--- config.mk ---
export PLATFORM = sky130hd
export DESIGN_NAME = countdown_timer_controller
export DESIGN_NICKNAME = d
export VERILOG_FILES = /design/src/cdt_pkg.sv /design/src/countdown_timer_controller.sv
export SDC_FILE = /design/constraint.sdc
export NUM_CORES = 1
export LEC_CHECK = 0
export ABC_AREA = 1
export BUFFER_PORTS_ARGS = -buffer_cell sky130_fd_sc_hd__buf_2
export CAP_MARGIN = 30
export CORE_MARGIN = 5
export CORE_UTILIZATION = 54
export CTS_CLUSTER_SIZE = 16
export DETAILED_ROUTE_END_ITERATION = 7
export GPL_TIMING_DRIVEN = 0
export PLACE_DENSITY = 0.8
export SYNTH_ARGS = -nofsm -noshare
export SYNTH_HDL_FRONTEND = slang
export SYNTH_SLANG_ARGS = --single-unit
--- constraint.sdc ---
create_clock -name i_clk -period 6.2 [get_ports i_clk]
set_clock_uncertainty 0.05 [all_clocks]
set_input_delay 0.62 -clock i_clk [delete_from_list [all_inputs] [get_ports i_clk]]
set_output_delay 0.62 -clock i_clk [all_outputs]
set_load 0.03 [all_outputs]
--- src/cdt_pkg.sv ---
// ----------------------------------------------------------------------------
// Countdown timer controller package
// Mode, display and button codes and the limits shared by the timer logic.
// ----------------------------------------------------------------------------
package cdt_pkg;

    localparam int TimeW   = 13;
    localparam int TotalW  = 20;
    localparam int StepW   = 10;
    localparam int LimitW  = 7;
    localparam int TickW   = 2;
    localparam int ActW    = 3;
    localparam int CfgIdxW = 2;

    localparam logic [TimeW-1:0]  TimeMax    = TimeW'(5999);
    localparam logic [TimeW-1:0]  ElapsedMax = TimeW'(8191);
    localparam logic [TotalW-1:0] TotalMax   = TotalW'(1048575);
    localparam logic [TimeW-1:0]  StartMin   = TimeW'(60);
    localparam logic [LimitW-1:0] CountMax   = LimitW'(127);

    localparam logic [StepW-1:0]  StepReset  = StepW'(60);
    localparam logic [LimitW-1:0] LimitReset = LimitW'(60);

    typedef enum logic [2:0] {
        MODE_IDLE  = 3'd0,
        MODE_SET   = 3'd1,
        MODE_RUN   = 3'd2,
        MODE_PAUSE = 3'd3,
        MODE_STAT  = 3'd4
    } t_mode;

    typedef enum logic [2:0] {
        DISP_NONE   = 3'd0,
        DISP_BLANK  = 3'd1,
        DISP_PROMPT = 3'd2,
        DISP_TIME   = 3'd3,
        DISP_HOLD   = 3'd4,
        DISP_TOTAL  = 3'd5
    } t_disp;

    typedef enum logic [ActW-1:0] {
        ACT_NONE  = 3'd0,
        ACT_INC   = 3'd1,
        ACT_DEC   = 3'd2,
        ACT_ABORT = 3'd3,
        ACT_START = 3'd4
    } t_action;

    typedef enum logic [TickW-1:0] {
        TICK_NONE = 2'd0,
        TICK_SEC  = 2'd1,
        TICK_BUZZ = 2'd2,
        TICK_BOTH = 2'd3
    } t_tick;

    typedef enum logic [CfgIdxW-1:0] {
        CFG_STEP  = 2'd0,
        CFG_LIMIT = 2'd1
    } t_cfg_idx;

endpackage

--- src/countdown_timer_controller.sv ---
// ----------------------------------------------------------------------------
// Countdown timer controller
// Five-mode countdown timer driven by one tick/button event per transfer.
// ----------------------------------------------------------------------------
// One event is accepted per clock cycle unless the input register is held, and
// each event yields exactly one result. An event passes through an input
// register and is resolved against the timer state combinationally into the
// result register; a new event may enter as the held one fires. A stall on the
// result side holds the result register and then the input register.
// Configuration writes are always ready and take effect for the next event.
module countdown_timer_controller
    import cdt_pkg::*;
(
    input  logic                 i_clk,
    input  logic                 i_rst_n,

    input  logic                 i_cfg_valid,
    output logic                 o_cfg_ready,
    input  logic [CfgIdxW-1:0]   i_cfg_index,
    input  logic [StepW-1:0]     i_cfg_data,

    input  logic                 i_in_valid,
    output logic                 o_in_stall,
    input  logic [TickW-1:0]     i_tick,
    input  logic [ActW-1:0]      i_action,

    output logic                 o_out_valid,
    input  logic                 i_out_stall,
    output logic [2:0]           o_mode,
    output logic [TimeW-1:0]     o_time_left,
    output logic [TotalW-1:0]    o_productive_total,
    output logic [2:0]           o_display_cmd,
    output logic                 o_beep,
    output logic                 o_reminder
);

    // configuration
    logic [StepW-1:0]  r_step;
    logic [LimitW-1:0] r_limit;

    // input register
    logic              r_in_valid;
    logic [TickW-1:0]  r_tick;
    logic [ActW-1:0]   r_action;

    // timer state
    t_mode             r_mode_reg, n_mode_reg;
    logic [TimeW-1:0]  r_remaining, n_remaining;
    logic [TimeW-1:0]  r_elapsed, n_elapsed;
    logic [TotalW-1:0] r_total, n_total;
    logic [LimitW-1:0] r_buzz_cnt, n_buzz_cnt;
    logic              r_total_shown, n_total_shown;

    // result register
    logic              r_out_valid;
    t_mode             r_out_mode;
    logic [TimeW-1:0]  r_out_time;
    logic [TotalW-1:0] r_out_total;
    t_disp             r_out_disp, n_disp;
    logic              r_out_beep, n_beep;
    logic              r_out_rem, n_rem;

    logic              fire;
    logic              in_take;

    assign fire       = r_in_valid && (!r_out_valid || !i_out_stall);
    assign in_take    = i_in_valid && !o_in_stall;
    assign o_in_stall = r_in_valid && !fire;
    assign o_cfg_ready = 1'b1;

    always_ff @(posedge i_clk) begin
        if (!i_rst_n) begin
            r_step  <= StepReset;
            r_limit <= LimitReset;
        end else if (i_cfg_valid) begin
            case (i_cfg_index)
                CFG_STEP:  r_step  <= i_cfg_data;
                CFG_LIMIT: r_limit <= i_cfg_data[LimitW-1:0];
                default: ;
            endcase
        end
    end

    always_ff @(posedge i_clk) begin
        if (!i_rst_n) begin
            r_in_valid <= 1'b0;
        end else if (in_take) begin
            r_in_valid <= 1'b1;
        end else if (fire) begin
            r_in_valid <= 1'b0;
        end
    end

    always_ff @(posedge i_clk) begin
        if (in_take) begin
            r_tick   <= i_tick;
            r_action <= i_action;
        end
    end

    // event resolution
    always_comb begin
        logic              pressed;
        logic              sec;
        logic              done;
        logic [TimeW:0]    add_sum;
        logic [TimeW-1:0]  added;
        logic [TimeW-1:0]  step_ext;
        logic              sub_ok;
        logic [TimeW-1:0]  subbed;
        logic [TimeW-1:0]  dec_rem;
        logic [TimeW-1:0]  inc_el;
        logic [TotalW:0]   tot_sum;
        logic [TotalW-1:0] tot_sat;

        pressed  = (r_action == ACT_INC) || (r_action == ACT_DEC) ||
                   (r_action == ACT_ABORT) || (r_action == ACT_START);
        sec      = (r_tick == TICK_SEC) || (r_tick == TICK_BOTH);
        step_ext = TimeW'(r_step);
        add_sum  = {1'b0, r_remaining} + {1'b0, step_ext};
        added    = (add_sum > {1'b0, TimeMax}) ? TimeMax : add_sum[TimeW-1:0];
        sub_ok   = (r_remaining >= step_ext);
        subbed   = sub_ok ? (r_remaining - step_ext) : '0;
        dec_rem  = (r_remaining != '0) ? (r_remaining - 1'b1) : r_remaining;
        inc_el   = (r_remaining != '0 && r_elapsed < ElapsedMax) ?
                   (r_elapsed + 1'b1) : r_elapsed;
        tot_sum  = {1'b0, r_total} + (TotalW + 1)'(inc_el);
        tot_sat  = (tot_sum > {1'b0, TotalMax}) ? TotalMax : tot_sum[TotalW-1:0];
        done     = 1'b0;

        n_mode_reg    = r_mode_reg;
        n_remaining   = r_remaining;
        n_elapsed     = r_elapsed;
        n_total       = r_total;
        n_buzz_cnt    = r_buzz_cnt;
        n_total_shown = r_total_shown;
        n_disp        = DISP_NONE;
        n_beep        = 1'b0;
        n_rem         = 1'b0;

        unique case (r_mode_reg)
            MODE_IDLE: begin
                if (r_tick == TICK_BOTH) begin
                    n_beep = 1'b1;
                    if (r_buzz_cnt > r_limit || r_buzz_cnt == CountMax) begin
                        n_rem      = 1'b1;
                        n_buzz_cnt = '0;
                    end else begin
                        n_buzz_cnt = r_buzz_cnt + 1'b1;
                    end
                end
                if (pressed) begin
                    if (r_action == ACT_INC) begin
                        n_remaining = added;
                        n_mode_reg  = MODE_SET;
                    end else if (r_action == ACT_START) begin
                        n_mode_reg  = MODE_STAT;
                    end
                    n_disp = DISP_BLANK;
                end else begin
                    n_remaining = '0;
                    n_elapsed   = '0;
                    n_disp      = DISP_PROMPT;
                end
            end
            MODE_SET: begin
                if (!pressed) begin
                    n_disp = DISP_TIME;
                end else if (r_action == ACT_INC) begin
                    n_remaining = added;
                    n_disp      = DISP_TIME;
                end else if (r_action == ACT_DEC) begin
                    n_remaining = subbed;
                    n_disp      = DISP_TIME;
                end else if (r_action == ACT_ABORT) begin
                    n_mode_reg = MODE_IDLE;
                    n_disp     = DISP_BLANK;
                end else if (r_remaining >= StartMin) begin
                    n_mode_reg = MODE_RUN;
                    n_disp     = DISP_BLANK;
                end
            end
            MODE_RUN: begin
                if (sec) begin
                    n_remaining = dec_rem;
                    n_elapsed   = inc_el;
                    if (r_remaining != '0) begin
                        n_disp = DISP_TIME;
                    end
                    // run completes when the remaining time lands on zero
                    if (dec_rem == '0) begin
                        n_total    = tot_sat;
                        n_elapsed  = '0;
                        n_mode_reg = MODE_IDLE;
                        n_disp     = DISP_BLANK;
                        done       = 1'b1;
                    end
                end
                if (!done && pressed) begin
                    if (r_action == ACT_ABORT) begin
                        n_mode_reg = MODE_IDLE;
                        n_disp     = DISP_BLANK;
                    end else if (r_action == ACT_START) begin
                        n_mode_reg = MODE_PAUSE;
                        n_disp     = DISP_BLANK;
                    end
                end
            end
            MODE_PAUSE: begin
                if (!pressed) begin
                    n_disp = DISP_HOLD;
                end else if (r_action == ACT_INC) begin
                    n_remaining = added;
                    n_mode_reg  = MODE_SET;
                    n_disp      = DISP_BLANK;
                end else if (r_action == ACT_DEC) begin
                    n_remaining = subbed;
                    if (!sub_ok) begin
                        n_beep     = 1'b1;
                        n_mode_reg = MODE_SET;
                        n_disp     = DISP_BLANK;
                    end
                end else if (r_action == ACT_ABORT) begin
                    n_mode_reg = MODE_IDLE;
                    n_disp     = DISP_BLANK;
                end else begin
                    n_mode_reg = MODE_RUN;
                    n_disp     = DISP_BLANK;
                end
            end
            default: begin
                // stats: show the total once, leave on a second tick
                if (r_tick == TICK_NONE) begin
                    if (!r_total_shown) begin
                        n_disp        = DISP_TOTAL;
                        n_total_shown = 1'b1;
                    end
                end else if (sec) begin
                    n_mode_reg    = MODE_IDLE;
                    n_total_shown = 1'b0;
                    n_disp        = DISP_BLANK;
                end
            end
        endcase
    end

    always_ff @(posedge i_clk) begin
        if (!i_rst_n) begin
            r_mode_reg    <= MODE_IDLE;
            r_remaining   <= '0;
            r_elapsed     <= '0;
            r_total       <= '0;
            r_buzz_cnt    <= '0;
            r_total_shown <= 1'b0;
        end else if (fire) begin
            r_mode_reg    <= n_mode_reg;
            r_remaining   <= n_remaining;
            r_elapsed     <= n_elapsed;
            r_total       <= n_total;
            r_buzz_cnt    <= n_buzz_cnt;
            r_total_shown <= n_total_shown;
        end
    end

    always_ff @(posedge i_clk) begin
        if (!i_rst_n) begin
            r_out_valid <= 1'b0;
        end else if (fire) begin
            r_out_valid <= 1'b1;
        end else if (!i_out_stall) begin
            r_out_valid <= 1'b0;
        end
    end

    always_ff @(posedge i_clk) begin
        if (fire) begin
            r_out_mode  <= n_mode_reg;
            r_out_time  <= n_remaining;
            r_out_total <= n_total;
            r_out_disp  <= n_disp;
            r_out_beep  <= n_beep;
            r_out_rem   <= n_rem;
        end
    end

    assign o_out_valid        = r_out_valid;
    assign o_mode             = r_out_mode;
    assign o_time_left        = r_out_time;
    assign o_productive_total = r_out_total;
    assign o_display_cmd      = r_out_disp;
    assign o_beep             = r_out_beep;
    assign o_reminder         = r_out_rem;

endmodule
== Word level (Yosys, flattened, before mapping) ==
Index checks and enable logic that the tools add are counted.

* Register bits: 122
* Output and inout bits: 44
* Word-level logic and storage cells: 154

* Add/subtract/negate cells: 6
* Order comparisons: 6
* Equality and inequality tests: 14
* Mux-type cells: 77
* Bitwise gates (word level): 1
* Reductions and logical operators: 32

{| class="wikitable"
|+ Operators with widths
! kind !! number
|-
| $mux 13 || 13
|-
| $mux 3 || 29
|-
| $mux 20 || 4
|-
| $pmux 13 s3 || 1
|-
| $pmux 13 s2 || 1
|-
| $pmux 3 s4 || 2
|-
| $add 20x13->21 || 1
|-
| $gt 21x20->1 const B || 1
|-
| $mux 1 || 19
|-
| $add 13x10->14 || 1
|-
| $gt 14x13->1 const B || 1
|-
| $add 13x1->13 const B || 1
|-
| $ge 13x10->1 || 1
|-
| $ge 13x6->1 const B || 1
|-
| $logic_not 13->1 || 1
|-
| $lt 13x13->1 const B || 1
|-
| $reduce_bool 13->1 || 1
|-
| $sub 13x1->13 const B || 1
|-
| $sub 13x10->13 || 1
|-
| $eq 3x2->1 const B || 4
|-
| $mux 2 || 6
|-
| $add 7x1->7 const B || 1
|-
| $eq 7x7->1 const B || 1
|-
| $gt 7x7->1 || 1
|-
| other kinds (20) || 42
|}

== Depth between registers and ports, before layout ==
Gate-level depths: netlist (run 1).

* Depth in word-level cells: 10
* Mapped depth: 26
* Gate-level depth less buffers: 26

== Worst setup path after synthesis (run 1) ==
No wires, ideal clock.

* Kind: register -> register
* Start point: reg r_remaining[1]
* End point: reg r_out_total[1] (netlist: o_productive_total[1]) (data pin)
* Setup time: 0.259 ns
* Data arrival time: 3.555 ns
* Data required time: 5.891 ns
* Path slack: 2.336 ns
* Stages on the path, launching flop included: 23
* Buffers on the path: 1
* Cells stage by stage: dfxtp_1 > inv_1 > ha_1 > nand3_1 > nor2_2 > nand2_1 > and2_1 > nand2_1 > nor2_1 > xor2_1 > inv_1 > ha_1 > a21oi_1 > nand2_1 > a21oi_1 > o21ai_0 > nand3_1 > nand2_1 > nand4_2 > clkbuf_1 > nand2_1 > o21ai_0 > inv_1

* Cells in the longest elaborated chain, start to end: 9
* Elaborated cells between the ends (all ways): 12

{| class="wikitable"
|+ RTL lines
! element !! line !! text
|-
| start: declaration || countdown_timer_controller.sv:48 || <nowiki>logic [TimeW-1:0] r_remaining, n_remaining;</nowiki>
|-
| start signal: assignment || countdown_timer_controller.sv:257 || <nowiki>r_remaining <= n_remaining;</nowiki>
|-
| $reduce_bool 13->1 || countdown_timer_controller.sv:124, countdown_timer_controller.sv:125 ||
|-
| $logic_and 1x1->1 || countdown_timer_controller.sv:125 || <nowiki>inc_el = (r_remaining != '0 && r_elapsed < ElapsedMax) ?</nowiki>
|-
| $mux 13 || countdown_timer_controller.sv:125 ||
|-
| $add 20x13->21 || countdown_timer_controller.sv:127 || <nowiki>tot_sum = {1'b0, r_total} + (TotalW + 1)'(inc_el);</nowiki>
|-
| $gt 21x20->1 || countdown_timer_controller.sv:128 || <nowiki>tot_sat = (tot_sum > {1'b0, TotalMax}) ? TotalMax : tot_sum[TotalW-1:0];</nowiki>
|-
| $mux 20 || countdown_timer_controller.sv:128 ||
|-
| $mux 20 (*) || countdown_timer_controller.sv:191 || <nowiki>if (dec_rem == '0) begin</nowiki>
|-
| $mux 20 (*) || countdown_timer_controller.sv:184 || <nowiki>if (sec) begin</nowiki>
|-
| $mux 20 (*) || countdown_timer_controller.sv:141 || <nowiki>unique case (r_mode_reg)</nowiki>
|-
| via n_total[1] || countdown_timer_controller.sv:50 || <nowiki>logic [TotalW-1:0] r_total, n_total;</nowiki>
|-
| end signal: assignment || countdown_timer_controller.sv:279 || <nowiki>r_out_total <= n_total;</nowiki>
|-
| end: declaration || countdown_timer_controller.sv:58 || <nowiki>logic [TotalW-1:0] r_out_total;</nowiki>
|}

Mark *: on every way through the listed nets, which the timed path passes. The rest lies on a longest branch.
A chain may end at the register's enable or synchronous reset.

== Worst setup path in the final report (run 1) ==
* Start point: reg r_remaining[0]
* End point: reg r_out_total[1] (netlist: o_productive_total[1]) (data pin)

The elaborated chain is that of the path after synthesis.

==> impl_metrics.json, run 1 <==
{
  "async_flop_share": 0,
  "wl_per_cell_um": 16.6,
  "die_area_sq_mm": 0.0189,
  "postCtsHoldBufs": 0,
  "syn-num-nets": 1339,
  "io_pins": 66,
  "drive_gt1_frac": 0.110,
  "slowest_delay_ns": 0.52,
  "fin_area_sq_mm": 0.00999,
  "synthSimpleGateAreaFrac": 0.268,
  "crit_path_end_kind": "flop",
  "antenna_cells": 0,
  "cp_slowest_cell": "clkbuf_1",
  "status": "complete, no violations",
  "ys_ff_latch": 122,
  "synth-edff-count": 46,
  "gp_congestion": 0.997,
  "grt_max_degree": 39,
  "worstPathRequired_ns": 6.32,
  "clk_pin_slew_worst_paths_ns": 0.06,
  "start_kind": "flop",
  "die_w_um": 137,
  "max_cap_viol_count": 0,
  "first_iter_violations": 910,
  "final_cell_mix": "nand2_1, inv_1, a21oi_1, o21ai_0, nor2_1",
  "synth_compound_area_frac": 0.183,
  "hold_class": "in2reg",
  "cts_buffers": 17,
  "postCtsSetupBuffers": 0,
  "ir_drop_mv": 0.210,
  "max_slew.worst_pin.slew_ns": 0.900,
  "initial_utilization": 0.552,
  "rows": 46,
  "whs_ns": 0.312,
  "post-route-util": 0.629,
  "via_count": 8975,
  "cp_max_fo": 10,
  "clock_tree.buffer_depth": 2,
  "synth_top_family_by_area": "simple AND/OR/NAND/NOR gates",
  "coreArea_sq_mm": 0.0159,
  "ys_types": 57,
  "dp_hpwl_mm": 20.2,
  "cp_common_cell": "nand2_1",
  "synth-xor-area-share": 0.0419,
  "synth_seq_area_share": 0.331,
  "power.leakage_nw": 4.74,
  "synthMuxAreaShare": 0.00114,
  "yosys_warnings": 0,
  "avgSynthCellArea_sq_um": 6.91,
  "synthCells": 1270,
  "min_period_ns": 5.36,
  "grt_overflow": 0,
  "clock_latency_ns": 0.43,
  "finalSetupViolCount": 0,
  "critPathKind": "reg2reg",
  "p_per_area_mw_per_mm2": 250,
  "cts_root_buffer": "clkbuf_16",
  "antenna_found_initial": 0,
  "multiInputGateArea_sq_mm": 0.00495,
  "nets": 1423,
  "synth_fa_ha_area_frac": 0.0696,
  "fill_cells": 1486,
  "grtUsageTotal": 0.281,
  "drt-total-wl_mm": 26.3,
  "first_global_vias": 8129,
  "cts-htree-levels": 4,
  "crit_chain": "clkinv_1, ha_1, nand2_2, inv_1, nand3_1, o31ai_1, nor3_1, nand2_1, nor2_1, nand2_1, xor2_1, inv_1, ha_1, nand2_1, nor2_1, a21oi_1, nand2_1, nand4_2, clkbuf_1, nand2_1, o21ai_0, inv_1",
  "drc_errors": 0,
  "ys.flop_type": "dfxtp_1",
  "final_common_cell": "nand2_1",
  "ant_nets": 0,
  "firstDrtPassIters": 6,
  "area_delta_synth_final_pct": 13.9,
  "maxSlewViolCount": 0,
  "tns_ns": 0,
  "die_height_um": 137,
  "finalHoldViolCount": 0,
  "vias_per_cell": 5.67,
  "placed_area_sq_mm": 0.00939,
  "cts_resized": 0,
  "slew_headroom": 0.396,
  "cts_sinks": 122,
  "synth_area_sq_mm": 0.00877,
  "rsz0062_at_grt": "false",
  "seq_area_sq_mm": 0.00290,
  "grt_pass1_wl_mm": 41.5,
  "cp_data_arrival_time_ns": 5.49,
  "fmax_mhz": 186,
  "tritoncts": "built",
  "fin_crit_sh": 0.865,
  "port_buffers": 64
}
metrics by stage:
step	setup WS, ns	total power [W]	instances
2_1_floorplan	2.34	0.00131	1270
3_3_place_gp	1.09	0.00146	1550
3_5_place_dp	1.07	0.00146	1551
4_1_cts	0.971	0.00249	1583
5_1_grt	0.616	0.00260	1583
6_report	0.838	0.00250	1583
cell families (layout without fill, tap and decap cells):
family	after synthesis	after routing
buf+inv	234	331
fa+ha+maj	47	47
xor+xnor	42	42
flops	122	122
compound gates	286	286
simple gates	537	537
other cells	1	1
mux	1	1
final timing paths:
kind / startpoint / to / slack [ns] / cells past startpoint
worst max register to register: r_remaining[0] / o_productive_total[1] / 0.84 / 22
worst min register to register: r_total_shown / r_total_shown / 0.43 / 2
worst min-delay path: i_action[0] / r_action[0] / 0.31 / 1
worst max-delay path: r_remaining[0] / o_productive_total[1] / 0.84 / 22
synth_stat cells, types with 4 or more instances:
library cell / n / share of area
nand2_1: 280 / 0.12
inv_1: 183 / 0.078
a21oi_1: 116 / 0.066
o21ai_0: 104 / 0.059
nor2_1: 89 / 0.038
nand3_1: 86 / 0.049
dfxtp_1: 76 / 0.17
edfxtp_1: 46 / 0.16
ha_1: 44 / 0.063
clkbuf_1: 31 / 0.013
nand4_1: 30 / 0.021
xor2_1: 30 / 0.030
o211ai_1: 17 / 0.015
nor3_1: 15 / 0.0086
xnor2_1: 12 / 0.012
or2_2: 11 / 0.0078
buf_2: 9 / 0.0051
o22ai_1: 8 / 0.0057
nor2_2: 6 / 0.0043
a221oi_1: 5 / 0.0050
nand2_2: 5 / 0.0036
o21ai_1: 5 / 0.0029
o21ai_2: 5 / 0.0050
a21oi_2: 4 / 0.0040
clkinv_1: 4 / 0.0017
o31ai_1: 4 / 0.0034
layer usage:
metal | part of all wire | wire [um] | global-route usage
met1 | 0.45 | 11800 | 0.398
met4 | 0.016 | 415 | 0.0737
met5 | 0 | 0 | 0
met2 | 0.44 | 11600 | 0.439
met3 | 0.096 | 2520 | 0.0570
critical path, delay by kind of cell (launching register included):
family / cells / cell delay, ns
compound gates: 3 / 0.75
buf+inv: 5 / 1.16
fa+ha+maj: 2 / 0.77
simple gates: 11 / 1.75
xor+xnor: 1 / 0.15
flops: 1 / 0.47
cell type report:
cell class | count | area share
clock inverters | 13 | 0.0165
flip-flops and latches | 122 | 0.290
clock buffers | 19 | 0.0443
plain buffers | 45 | 0.0208
multi-input cells | 914 | 0.495
inverters | 189 | 0.0715
repair buffers | 65 | 0.0341
well taps | 216 | 0.0270
where the power goes:
part / internal (W) / switching [W] / total [W]
sequential: 0.000883 / 0.0000388 / 0.000921
combinational: 0.000163 / 0.000383 / 0.000546
clock: 0.000644 / 0.000388 / 0.00103
total: 0.00169 / 0.000810 / 0.00250
(Power assumes the default switching activity.)
==> inputs of run 2 (changes only) <==
--- a/config.mk
+++ b/config.mk
@@ -12,7 +12,6 @@
 export CORE_UTILIZATION = 54
 export CTS_CLUSTER_SIZE = 16
 export DETAILED_ROUTE_END_ITERATION = 7
-export GPL_TIMING_DRIVEN = 0
 export PLACE_DENSITY = 0.8
 export SYNTH_ARGS = -nofsm -noshare
 export SYNTH_HDL_FRONTEND = slang
==> impl_metrics.json, run 2 (synthesized netlist as in run 1, its figures left out) <==
{
  "cts_root_buffer": "clkbuf_16",
  "grt_pass1_wl_mm": 41.9,
  "tns_ns": 0,
  "rsz0062_at_grt": "false",
  "critPathKind": "reg2reg",
  "worstReg2RegStart": "r_remaining[0]",
  "cts-htree-levels": 4,
  "hold_path_depth": 1,
  "drt-total-wl_mm": 26.2,
  "drive_gt1_frac": 0.110,
  "antenna_cells": 0,
  "grt_max_degree": 68,
  "cts_buffers": 17,
  "dp_hpwl_mm": 18.8,
  "slew_headroom": 0.350,
  "ir_drop_mv": 0.219,
  "grt_overflow": 0,
  "power.leakage_nw": 4.69,
  "maxSlewViolCount": 0,
  "clock_tree.buffer_depth": 2,
  "rows": 46,
  "min-delay-start": "i_tick[1]",
  "max_slew.worst_pin.slew_ns": 0.968,
  "status": "complete, no violations",
  "die_w_um": 137,
  "drc_errors": 0,
  "power.total_w": 0.00254,
  "finalSetupViolCount": 0,
  "post-route-util": 0.622,
  "clk_pin_slew_worst_paths_ns": 0.06,
  "via_count": 8976,
  "worstPathRequired_ns": 6.51,
  "r2r_slack_ns": 1.48,
  "nets": 1386,
  "ant_nets": 0,
  "crit_path_end_kind": "flop",
  "coreArea_sq_mm": 0.0159,
  "final_cell_mix": "nand2_1, inv_1, a21oi_1, o21ai_0, nor2_1",
  "reg2reg_to": "r_total[1]",
  "finalHoldViolCount": 0,
  "clock_latency_ns": 0.43,
  "hold_class": "in2reg",
  "fmax_mhz": 212,
  "rr_worst_depth": 21,
  "vias_per_cell": 5.81,
  "fin_crit_sh": 0.762,
  "first_global_vias": 8228,
  "worstHoldEndpoint": "r_tick[1]",
  "io_pins": 66,
  "p_per_area_mw_per_mm2": 257,
  "die_area_sq_mm": 0.0189,
  "cts_resized": 0,
  "start_kind": "flop",
  "tritoncts": "built",
  "postCtsSetupBuffers": 0,
  "initial_utilization": 0.552,
  "gp_congestion": 1.01,
  "final_common_cell": "nand2_1",
  "cp_data_arrival_time_ns": 5.03,
  "cp_max_fo": 19,
  "postCtsHoldBufs": 0,
  "min_period_ns": 4.72,
  "firstDrtPassIters": 8,
  "wl_per_cell_um": 17.0,
  "antenna_found_initial": 0,
  "fill_cells": 1435,
  "area_delta_synth_final_pct": 12.7,
  "first_iter_violations": 1128,
  "die_height_um": 137,
  "port_buffers": 64,
  "grtUsageTotal": 0.283,
  "cts_sinks": 122,
  "max_cap_viol_count": 0
}
## run 2: report_power, final
part	switching, W	leakage [nW]	internal, W
registers	0.0000446	1.06	0.000883
clock network	0.000392	0.296	0.000685
logic	0.000377	3.33	0.000160
total	0.000813	4.69	0.00173
## run 2: cell type report
class                      count  area [sq um]  area share
inverter                     189           714      0.0723
clock buffer                  19           443      0.0448
clock inverter                13           190      0.0192
tap                          216           270      0.0273
multi-input combinational    914          4960       0.501
sequential                   122          2900       0.294
timing repair buffer          73           408      0.0413
## run 2: through the flow
| stage | worst slack [ns] | hold WS, ns | std cells | area, sq um |
|---|---|---|---|---|
| after floorplan | 2.34 | 0.385 | 1270 | 8770 |
| after global placement | 1.91 | 0.404 | 1512 | 9220 |
| after detailed placement | 1.77 | 0.409 | 1514 | 9250 |
| after CTS | 1.58 | 0.305 | 1546 | 9890 |
| after global routing | 1.09 | 0.299 | 1546 | 9890 |
| final | 1.48 | 0.312 | 1546 | 9890 |
## run 2: worst max-delay path: stages, from the launching register on
cell      delay (ns)
dfxtp_1         0.40
clkinv_1        0.27
ha_1            0.36
nand2_2         0.13
inv_1           0.08
nand3_1         0.18
o31ai_1         0.21
nor3_1          0.32
nand2_1         0.11
nor2_1          0.23
nand2_1         0.10
xor2_1          0.15
inv_1           0.07
ha_1            0.38
nand2_1         0.14
nor2_1          0.17
nand3_1         0.09
nand2_1         0.13
nand4_2         0.48
nand2_1         0.24
o21ai_0         0.16
a21oi_1         0.19
## run 2: metal layers
| metal | up-vias | track usage | share of wire |
|---|---|---|---|
| li1 | 4323 | - | - |
| met1 | 4028 | 0.396 | 0.43 |
| met2 | 539 | 0.417 | 0.42 |
| met3 | 86 | 0.0789 | 0.12 |
| met4 | 0 | 0.103 | 0.028 |
| met5 | - | 0 | 0 |
## run 2: how the worst max path moves through the flow
| stage | start | slack [ns] | to | cells after the start |
|---|---|---|---|---|
| after global routing | r_remaining[1] | 1.09 | r_total[2] | 21 |
| after floorplan | r_remaining[1] | 2.34 | o_productive_total[1] | 22 |
| final | r_remaining[0] | 1.48 | r_total[1] | 21 |
| after global placement | r_remaining[1] | 1.91 | r_total[2] | 21 |
| after detailed placement | r_remaining[1] | 1.77 | o_productive_total[3] | 21 |
| after CTS | r_remaining[1] | 1.58 | r_total[1] | 21 |
==> inputs of run 3 (changes only) <==
--- a/config.mk
+++ b/config.mk
@@ -5,7 +5,7 @@
 export SDC_FILE = /design/constraint.sdc
 export NUM_CORES = 1
 export LEC_CHECK = 0
-export ABC_AREA = 1
+export ABC_AREA = 0
 export BUFFER_PORTS_ARGS = -buffer_cell sky130_fd_sc_hd__buf_2
 export CAP_MARGIN = 30
 export CORE_MARGIN = 5
==> constraint.sdc (replaced) <==
create_clock -name i_clk -period 4.85 [get_ports i_clk]
set_clock_uncertainty 0.05 [all_clocks]
set_input_delay 0.485 -clock i_clk [delete_from_list [all_inputs] [get_ports i_clk]]
set_output_delay 0.485 -clock i_clk [all_outputs]
set_load 0.03 [all_outputs]
==> impl_metrics.json, run 3 <==
{
  "status": "complete, no violations",
  "max_slew.worst_pin.slew_ns": 0.926,
  "postCtsHoldBufs": 0,
  "pre_cts_slack_ns": 0.0326,
  "yosys_warnings": 0,
  "ys_ff_latch": 122,
  "grt_pass1_wl_mm": 37.6,
  "grt_max_degree": 41,
  "power_frac_comb": 0.168,
  "maxSlewViolCount": 0,
  "synth_most_common_cell": "nor2_1",
  "timing.final.ws_setup_ns": 0.220,
  "synth.largest_area_cell": "dfxtp_1",
  "cts_buffers": 17,
  "finalHoldViolCount": 0,
  "whs_ns": 0.189,
  "drt-total-wl_mm": 23.7,
  "ys_types": 77,
  "nets": 1145,
  "cts_root_buffer": "clkbuf_16",
  "die_w_um": 135,
  "async_flop_share": 0,
  "slowest_delay_ns": 0.43,
  "tritoncts": "built",
  "io_pins": 66,
  "placed_area_sq_mm": 0.00898,
  "synthTopCellsByCount": "nor2_1, nand2_1, a21oi_1",
  "final_cell_mix": "nor2_1, nand2_1, a21oi_1, dfxtp_1, buf_2",
  "power.leakage_nw": 3.87,
  "crit_chain": "inv_1, ha_2, nor4b_4, nand4_1, o21a_2, xor2_1, ha_1, fa_1, a211o_1, a211oi_2, o31ai_1, or3_1, a21oi_2, nor3_2, buf_2, buf_4, nor3_2, a21oi_1",
  "cts_sinks": 122,
  "final_common_cell": "nor2_1",
  "cp_max_fo": 8,
  "cp_common_cell": "nor3_2",
  "synth_area_sq_mm": 0.00842,
  "min_period_ns": 4.63,
  "ant_nets": 0,
  "dp_hpwl_mm": 16.6,
  "start_kind": "flop",
  "vias_per_cell": 6.29,
  "clock_tree.buffer_depth": 2,
  "ys.flop_type": "dfxtp_1",
  "cpLargestDelayFamily": "compound AO/OA/AOI/OAI gates",
  "ir_drop_mv": 0.288,
  "clk_pin_slew_worst_paths_ns": 0.06,
  "synth.top_cell.area_share": 0.181,
  "p_sw_frac": 0.287,
  "p_per_area_mw_per_mm2": 302,
  "initial_utilization": 0.552,
  "fin_crit_sh": 0.955,
  "net-switching-power_w": 0.000836,
  "die_area_sq_mm": 0.0182,
  "firstDrtPassIters": 5,
  "first_iter_violations": 887,
  "first_global_vias": 7545,
  "port_buffers": 64,
  "avgSynthCellArea_sq_um": 8.24,
  "p_int_w": 0.00207,
  "gp_congestion": 0.963,
  "worstPathRequired_ns": 4.97,
  "grtUsageTotal": 0.254,
  "antenna_found_initial": 0,
  "max_cap_viol_count": 0,
  "fill_cells": 1318,
  "clkPwrFrac": 0.446,
  "crit_path_end_kind": "flop",
  "wl_per_cell_um": 18.2,
  "grt_overflow": 0,
  "cp_slowest_cell": "fa_1",
  "fin_area_sq_mm": 0.00963,
  "clock_latency_ns": 0.42,
  "hold_class": "in2reg",
  "fmax_mhz": 216,
  "synth_seq_area_share": 0.345,
  "syn-num-nets": 1091,
  "antenna_cells": 0,
  "critPathKind": "reg2reg",
  "slew_headroom": 0.367,
  "cts-htree-levels": 4,
  "synth_area_leaders": "dfxtp_1, edfxtp_1, ha_1, nor2_1, a21oi_1",
  "die_height_um": 135,
  "via_count": 8172,
  "drc_errors": 0,
  "cp_num_buf_inv": 3,
  "area_delta_synth_final_pct": 14.3,
  "synthCells": 1022,
  "finalSetupViolCount": 0,
  "rows": 45,
  "synth-edff-count": 46,
  "p_seq_frac": 0.386,
  "coreArea_sq_mm": 0.0153,
  "drive_gt1_frac": 0.152,
  "cp_data_arrival_time_ns": 4.75
}
==> run 3: cell count changes after synthesis, sizes merged, moves of 15 or more <==
cell,delta
nand2,-192
inv,-147
nand3,-62
o21ai,-58
a21oi,-34
nor2,+30
a211oi,+19
nand2b,+18
nand4,-17
xnor2,+15
xor2,-15
==> run 3: final cells by class <==
class,count,area [sq um],area share
well taps,211,264,0.0274
clock inverters,15,171,0.0178
flip-flops and latches,122,2900,0.302
repair buffers,94,543,0.0564
multi-input cells,803,5170,0.538
clock buffers,17,425,0.0442
inverters,38,143,0.0148
==> run 3: worst paths after layout <==
| kind | to | depth (start not counted) | startpoint | slack, ns |
|---|---|---|---|---|
| worst max register to register | o_productive_total[8] | 18 | r_remaining[0] | 0.22 |
| worst max-delay path | o_productive_total[8] | 18 | r_remaining[0] | 0.22 |
| worst min-delay path | r_tick[1] | 1 | i_tick[1] | 0.19 |
| worst min register to register | r_step[7] | 2 | r_step[7] | 0.43 |
==> run 3: cells by family after synthesis <==
group                    synth area share
XOR/XNOR                           0.0437
adder cells (fa/ha/maj)            0.0725
AO/OA/AOI/OAI                       0.239
buffers and inverters              0.0457
AND/OR/NAND/NOR                     0.230
flip-flops                          0.345
other                            0.000445
multiplexers                       0.0238
==> run 3: stage by stage <==
stage	setup TNS (ns)	cells	utilization	total power, W
after floorplan	0	1022	-	0.00148
after global placement	0	1265	0.588	0.00161
after detailed placement	0	1266	0.588	0.00161
after CTS	0	1298	0.628	0.00291
after global routing	-0.0222	1300	0.631	0.00300
final	0	1300	0.631	0.00291
==> run 3: what timing repair did <==
action	in CTS	in global routing
pin swaps	0	1
gates resized for setup	1	8
setup endpoints to repair	1	35
setup buffers	0	2
==> run 3: power by group through the flow <==
stage / Combinational (W) / Clock (W) / Sequential (W)
global placement: 0.000469 / 0 / 0.00114
CTS: 0.000475 / 0.00131 / 0.00112
global route: 0.000526 / 0.00135 / 0.00113
detailed placement: 0.000471 / 0 / 0.00114
finish: 0.000489 / 0.00130 / 0.00112
floorplan: 0.000310 / 0 / 0.00117
==> run 3: routing by layer <==
layer	wire, um	vias up	GRT usage	part of all wire
met4	642	0	0.0962	0.027
met5	0	-	0	0
li1	-	3871	-	-
met2	10900	388	0.404	0.46
met3	1740	60	0.0499	0.073
met1	10400	3853	0.344	0.44
